## src/sv/ist_pkg.sv

```systemverilog
`default_nettype none

package ist_pkg;

  // store depth and widths
  localparam int CAPACITY      = 64;
  localparam int CNT_W         = $clog2(CAPACITY + 1);
  localparam int ELEM_W        = 32;
  localparam int COUNT_FIELD_W = 7;

  typedef logic signed [ELEM_W-1:0] elem_t;
  typedef logic [CNT_W-1:0]         cnt_t;

  // action codes
  localparam logic [1:0] ACT_INSERT = 2'd0;
  localparam logic [1:0] ACT_REMOVE = 2'd1;
  localparam logic [1:0] ACT_LOOKUP = 2'd2;

  // status codes
  localparam logic [1:0] ST_DONE    = 2'd0;
  localparam logic [1:0] ST_PRESENT = 2'd1;
  localparam logic [1:0] ST_ABSENT  = 2'd2;
  localparam logic [1:0] ST_FULL    = 2'd3;

  typedef enum logic [1:0] {
    S_IDLE,
    S_UPDATE,
    S_RESULT
  } state_t;

  typedef struct packed {
    logic [1:0]              action;
    logic signed [ELEM_W-1:0] element_value;
  } req_t;

  typedef struct packed {
    logic [1:0]               status;
    logic                     is_member;
    logic [COUNT_FIELD_W-1:0] element_count;
    logic                     set_empty;
    logic signed [ELEM_W-1:0] largest_value;
    logic signed [ELEM_W-1:0] smallest_value;
    logic                     extremes_valid;
  } rsp_t;

  // per-cycle command broadcast to every cell
  typedef struct packed {
    logic probe;
    logic insert;
    logic remove;
  } cell_ctrl_t;

endpackage

`default_nettype wire

```

## src/sv/ist_cell.sv

```systemverilog
`default_nettype none

module ist_cell (
  input  wire logic               clk,
  input  wire ist_pkg::cell_ctrl_t ctrl,
  input  wire ist_pkg::elem_t      probe,
  input  wire ist_pkg::elem_t      key,
  input  wire logic               occupied,
  input  wire ist_pkg::elem_t      left_value,
  input  wire ist_pkg::elem_t      right_value,
  input  wire logic               left_beyond,
  output ist_pkg::elem_t           value,
  output logic                    beyond,
  output logic                    hit
);

  logic           occ;
  logic           eq;
  logic           lt;
  logic           take_right;
  ist_pkg::elem_t value_next;

  // compare flags captured with the incoming item
  always_ff @(posedge clk) begin
    if (ctrl.probe) begin
      occ <= occupied;
      eq  <= (probe == value);
      lt  <= (probe < value);
    end
  end

  // cell sits above the insertion point
  assign beyond     = !occ || lt;
  assign hit        = occ && eq;
  // cell sits at or above the removed entry
  assign take_right = occ && (eq || lt);

  always_comb begin
    value_next = value;
    priority if (ctrl.insert && beyond) begin
      value_next = left_beyond ? left_value : key;
    end else if (ctrl.remove && take_right) begin
      value_next = right_value;
    end
  end

  always_ff @(posedge clk) begin
    value <= value_next;
  end

endmodule

`default_nettype wire

```

## config.mk

```make
export PLATFORM = sky130hd
export DESIGN_NAME = ist_cell
export DESIGN_NICKNAME = d
export VERILOG_FILES = /design/src/sv/ist_pkg.sv /design/src/sv/ist_cell.sv
export SDC_FILE = /design/constraint.sdc
export NUM_CORES = 1
export LEC_CHECK = 0
export BUFFER_PORTS_ARGS = -buffer_cell sky130_fd_sc_hd__clkbuf_2
export CORE_MARGIN = 3
export CORE_UTILIZATION = 30
export CTS_CLUSTER_DIAMETER = 80
export DETAILED_ROUTE_END_ITERATION = 12
export HOLD_SLACK_MARGIN = 0.06
export SLEW_MARGIN = 20
export SYNTH_ARGS = -nofsm -noshare
export SYNTH_HDL_FRONTEND = slang
export SYNTH_SLANG_ARGS = --single-unit
export TNS_END_PERCENT = 100
```

## constraint.sdc

```tcl
create_clock -name clk -period 2.8 [get_ports clk]
set_input_delay 0.42 -clock clk [delete_from_list [all_inputs] [get_ports clk]]
set_output_delay 0.42 -clock clk [all_outputs]
set_load 0.005 [all_outputs]
```

* After elaboration in Yosys (flattened, before gate mapping)
Index checks and enable logic that the tools add are counted.
** Cells by class
- Equality and inequality tests :: 1
- Multiplexer cells :: 3
- $lt $le $gt $ge :: 1
- Reductions and logical operators :: 8
** Operators with widths (count)
- $mux 32 :: 3
- $eq 32x32->1 :: 1
- $lt 32x32->1 :: 1
- $logic_and 1x1->1 :: 4
- $logic_or 1x1->1 :: 2
- $reduce_bool 2->1 :: 1
- $logic_not 1->1 :: 1
** Storage, ports and cells
- Register bits after elaboration :: 35

* Depth between registers and ports, before layout
- Word-level depth :: 5
- Mapped depth :: 7
- Depth with buffers taken out :: 7

* Least setup slack after synthesis
Ideal clock, no wire load.
- Path kind :: register -> register
- From :: reg lt
- To :: reg value[0], enable pin
- Setup slack :: 0.814 ns
- Arrival :: 1.507 ns
- Cell stages (with the launch flop) :: 6
- Buffers on the path :: 2
- Setup time :: 0.479 ns
- Cell sequence :: edfxtp_1 -> nand2b_1 -> nand2_1 -> buf_2 -> buf_2 -> nand2_1
** On the way
- Elaborated cells on any way between the ends :: 6
- Classes of those cells :: 6 x reduce/logical
** RTL lines
- from (decl) :: line ist_cell.sv:19 : logic lt;
- from (signal assigned) :: line ist_cell.sv:28 : lt <= (probe < value);
- $logic_or 1x1->1 :: line ist_cell.sv:33 : assign beyond = !occ || lt;
- named net beyond :: line ist_cell.sv:13 : output logic beyond,
- $logic_and 1x1->1 :: line ist_cell.sv:40 : priority if (ctrl.insert && beyond) begin
- $reduce_bool 2->1 (no line)
- to (signal assigned) :: line ist_cell.sv:48 : value <= value_next;
- to (decl) :: line ist_cell.sv:12 : output ist_pkg::elem_t value,
The timed path passes the listed nets, and every way through them passes these cells.
A chain may end at the register's enable or synchronous reset.

* Worst setup path after layout
- From :: reg value[31]
- To :: reg lt, data pin
** On the way
- Word-level cells in the longest chain between the ends :: 1
** Ends and longest elaborated chain (line)
- $lt 32x32->1 :: ist_cell.sv:28
No other way between the ends.

==> load_flow_metrics.sql <==
INSERT INTO impl_metrics (metric_group, metric, value, unit) VALUES
('outcome', 'outcome', 'complete, no violations', ''),
('yosys', 'yosysTopAreaCell', 'sky130_fd_sc_hd__edfxtp_1', ''),
('floorplan', 'initial_core_util', '32.0', '%'),
('timing', 'finalClockSkew', '0.00422', 'ns'),
('floorplan', 'die-width', '98.2', 'um'),
('timing', 'setup-violations-final', '0', ''),
('floorplan', 'core_region_area', '0.00797', 'mm^2'),
('timing', 'fin_setup_tns', '0', 'ns'),
('placement', 'port_buffer_cells', '167', ''),
('yosys', 'synth-main-ff-cell', 'sky130_fd_sc_hd__edfxtp_1', ''),
('clock_tree', 'cts_repair_resize_count', '0', ''),
('critical_path', 'required', '2.83', 'ns'),
('timing', 'postLayoutSetupSlackWorst', '0.859', 'ns'),
('clock_tree', 'tritoncts.num_buffers', '5', ''),
('timing', 'slew_at_the_pin_closest_to_its_max_slew_limit', '0.616', 'ns'),
('floorplan', 'pin_count', '168', ''),
('floorplan', 'die_h', '98.2', 'um'),
('pwr', 'power_frac_clock', '23.8', '%'),
('floorplan', 'floorplan.die_area', '0.00963', 'mm^2'),
('pwr', 'intPower', '1.06', 'mW'),
('min_path', 'worstHoldPathCells', '1', ''),
('run', 'timing.max_cap.violations', '0', ''),
('yosys', 'synth_top_area_share', '41.3', '%'),
('critical_path', 'reg2reg_depth', '6', ''),
('pwr', 'netSwitchingFraction', '30.4', '%'),
('clock_tree', 'hold_buffers', '0', ''),
('critical_path', 'reg2reg_from', 'value[31]$_DFFE_PP_', ''),
('grt', 'grt_max_degree', '41', ''),
('yosys', 'async_flop_share', '0', '%'),
('cells_and_area', 'register_area', '0.00105', 'mm^2'),
('pwr', 'net-switching-power', '0.463', 'mW'),
('cells_and_area', 'layout-drive-gt1-share', '42.5', '%'),
('cells_and_area', 'syn2layout_area_growth', '40.6', '%'),
('yosys', 'synthesized_cell_area', '0.00255', 'mm^2'),
('min_path', 'worstHoldStart', 'occupied', ''),
('clock_tree', 'post_cts_buffers', '0', ''),
('timing', 'relSlewSlack', '58.9', '%'),
('yosys', 'synth-edff-count', '35', ''),
('pwr', 'vdd.ir_drop.worst', '0.157', 'mV'),
('critical_path', 'r2r-end', 'lt$_DFFE_PP_', ''),
('timing', 'max_clock_freq', '515', 'MHz'),
('yosys', 'synth-seq-cells', '35', ''),
('grt', 'grt_first_pass_wirelength', '11.6', 'mm'),
('pwr', 'leakagePower', '1.92', 'nW'),
('critical_path', 'crit_path_from', 'value[31]$_DFFE_PP_', ''),
('drt', 'post_drt_via_cell_ratio', '4.53', ''),
('timing', 'finalHoldViolCount', '0', ''),
('grt', 'grt.total_usage', '14.8', '%'),
('pwr', 'seq_power_share', '45.4', '%'),
('floorplan', 'fp-row-count', '32', ''),
('critical_path', 'setup_cp_type', 'reg -> reg', ''),
('placement', 'gpl.final_weighted_congestion', '0.834', ''),
('clock_tree', 'cts.clk_slew.worst_paths', '0.07', 'ns'),
('timing', 'unrepaired_setup_endpoints_after_global_routing', 'no', ''),
('critical_path', 'r2r_slack', '0.86', 'ns'),
('yosys', 'ys_top_cells_by_area', 'sky130_fd_sc_hd__edfxtp_1, sky130_fd_sc_hd__ha_1, sky130_fd_sc_hd__mux2i_1, sky130_fd_sc_hd__o21ai_0, sky130_fd_sc_hd__nand2_1', ''),
('yosys', 'synth_warnings', '0', ''),
('yosys', 'unique_cell_type_count_in_the_yosys_netlist', '26', ''),
('clock_tree', 'worstSkewPairLatency', '0.28', 'ns'),
('min_path', 'worstHoldPathType', 'in -> reg', ''),
('clock_tree', 'cts.sink_count', '35', ''),
('clock_tree', 'clock_tree_from_tritoncts', 'built', ''),
('cells_and_area', 'nFillCells', '796', ''),
('cells_and_area', 'insertedDiodeCount', '0', ''),
('pwr', 'power_per_cell_area', '425', 'mW/mm^2'),
('critical_path', 'capturing_element_type_of_the_critical_path', 'register', ''),
('drt', 'drt-pass1-iter-count', '4', ''),
('cells_and_area', 'multiInputGateArea', '0.00133', 'mm^2'),
('placement', 'dp_hpwl', '6.08', 'mm'),
('critical_path', 'worst_setup_path_start_kind', 'register', ''),
('drt', 'num_vias', '2402', '');
[state kept, by name (all words and copies together), names as in the netlist]
| signal | count |
|---|---|
| eq | 1 |
| lt | 1 |
| occ | 1 |
| value | 32 |
[final cells by class]
class / instances / share of cell area [%]
Clock buffer: 6 / 2.03
Sequential cell: 35 / 29.3
Tap cell: 102 / 3.56
Clock inverter: 2 / 0.349
Inverter: 32 / 3.35
Multi-Input combinational cell: 183 / 37.1
Timing Repair Buffer: 170 / 24.3
[worst max-delay path by stage]
stage	to	slack, ns	depth (start not counted)
2_1_floorplan	value[0]$_DFFE_PP_	0.81	5
3_3_place_gp	lt$_DFFE_PP_	0.64	6
3_5_place_dp	lt$_DFFE_PP_	0.66	6
4_1_cts	lt$_DFFE_PP_	0.78	6
5_1_grt	lt$_DFFE_PP_	0.64	6
6_report	lt$_DFFE_PP_	0.86	6
[metal layers]
layer | GRT usage [%] | share of wire [%]
met4 | 3.47 | 1.1
met2 | 26.8 | 50
met5 | 0 | 0
met1 | 17.9 | 42
met3 | 3.43 | 7.1
[synth_stat cells (2+ instances only)]
cell type / count
sky130_fd_sc_hd__nor2_1: 3
sky130_fd_sc_hd__edfxtp_1: 35
sky130_fd_sc_hd__nand4_1: 8
sky130_fd_sc_hd__o211ai_1: 2
sky130_fd_sc_hd__a21o_1: 2
sky130_fd_sc_hd__inv_1: 32
sky130_fd_sc_hd__o21ai_0: 36
sky130_fd_sc_hd__clkbuf_1: 3
sky130_fd_sc_hd__a21oi_1: 12
sky130_fd_sc_hd__nand2_1: 41
sky130_fd_sc_hd__nand3_1: 2
sky130_fd_sc_hd__mux2i_1: 32
sky130_fd_sc_hd__ha_1: 32
sky130_fd_sc_hd__buf_2: 8
sky130_fd_sc_hd__nand2b_1: 2
[metrics by stage]
step	instance area (um^2)	total power, mW	hold slack (ns)	std cells	utilization [%]
after floorplan	2550	0.953	0.519	261	-
after global placement	3500	1.17	0.609	522	43.9
after detailed placement	3500	1.18	0.608	522	43.9
after CTS	3580	1.56	0.303	530	45.0
after global routing	3580	1.65	0.303	530	45.0
final	3580	1.52	0.311	530	45.0
[worst max-delay path: stages (launching register included)]
cell	delay, ns
sky130_fd_sc_hd__edfxtp_1	0.35
sky130_fd_sc_hd__inv_1	0.05
sky130_fd_sc_hd__ha_1	0.33
sky130_fd_sc_hd__nand4_1	0.20
sky130_fd_sc_hd__nor4_1	0.47
sky130_fd_sc_hd__o31a_1	0.23
sky130_fd_sc_hd__o22ai_2	0.06
[power by group through the flow]
stage / Clock [mW] / Sequential, mW / Combinational, mW
after CTS: 0.383 / 0.694 / 0.480
after global placement: 0 / 0.702 / 0.465
after detailed placement: 0 / 0.706 / 0.478
after floorplan: 0 / 0.708 / 0.246
final: 0.363 / 0.692 / 0.469
after global routing: 0.405 / 0.702 / 0.545
[cell families after synthesis]
kind of cell    synth area share, %
buf+inv                        6.73
compound gates                 13.0
fa+ha+maj                      15.7
mux                            12.6
simple gates                   10.8
flops                          41.3
Power figures use the tool's default switching activity.
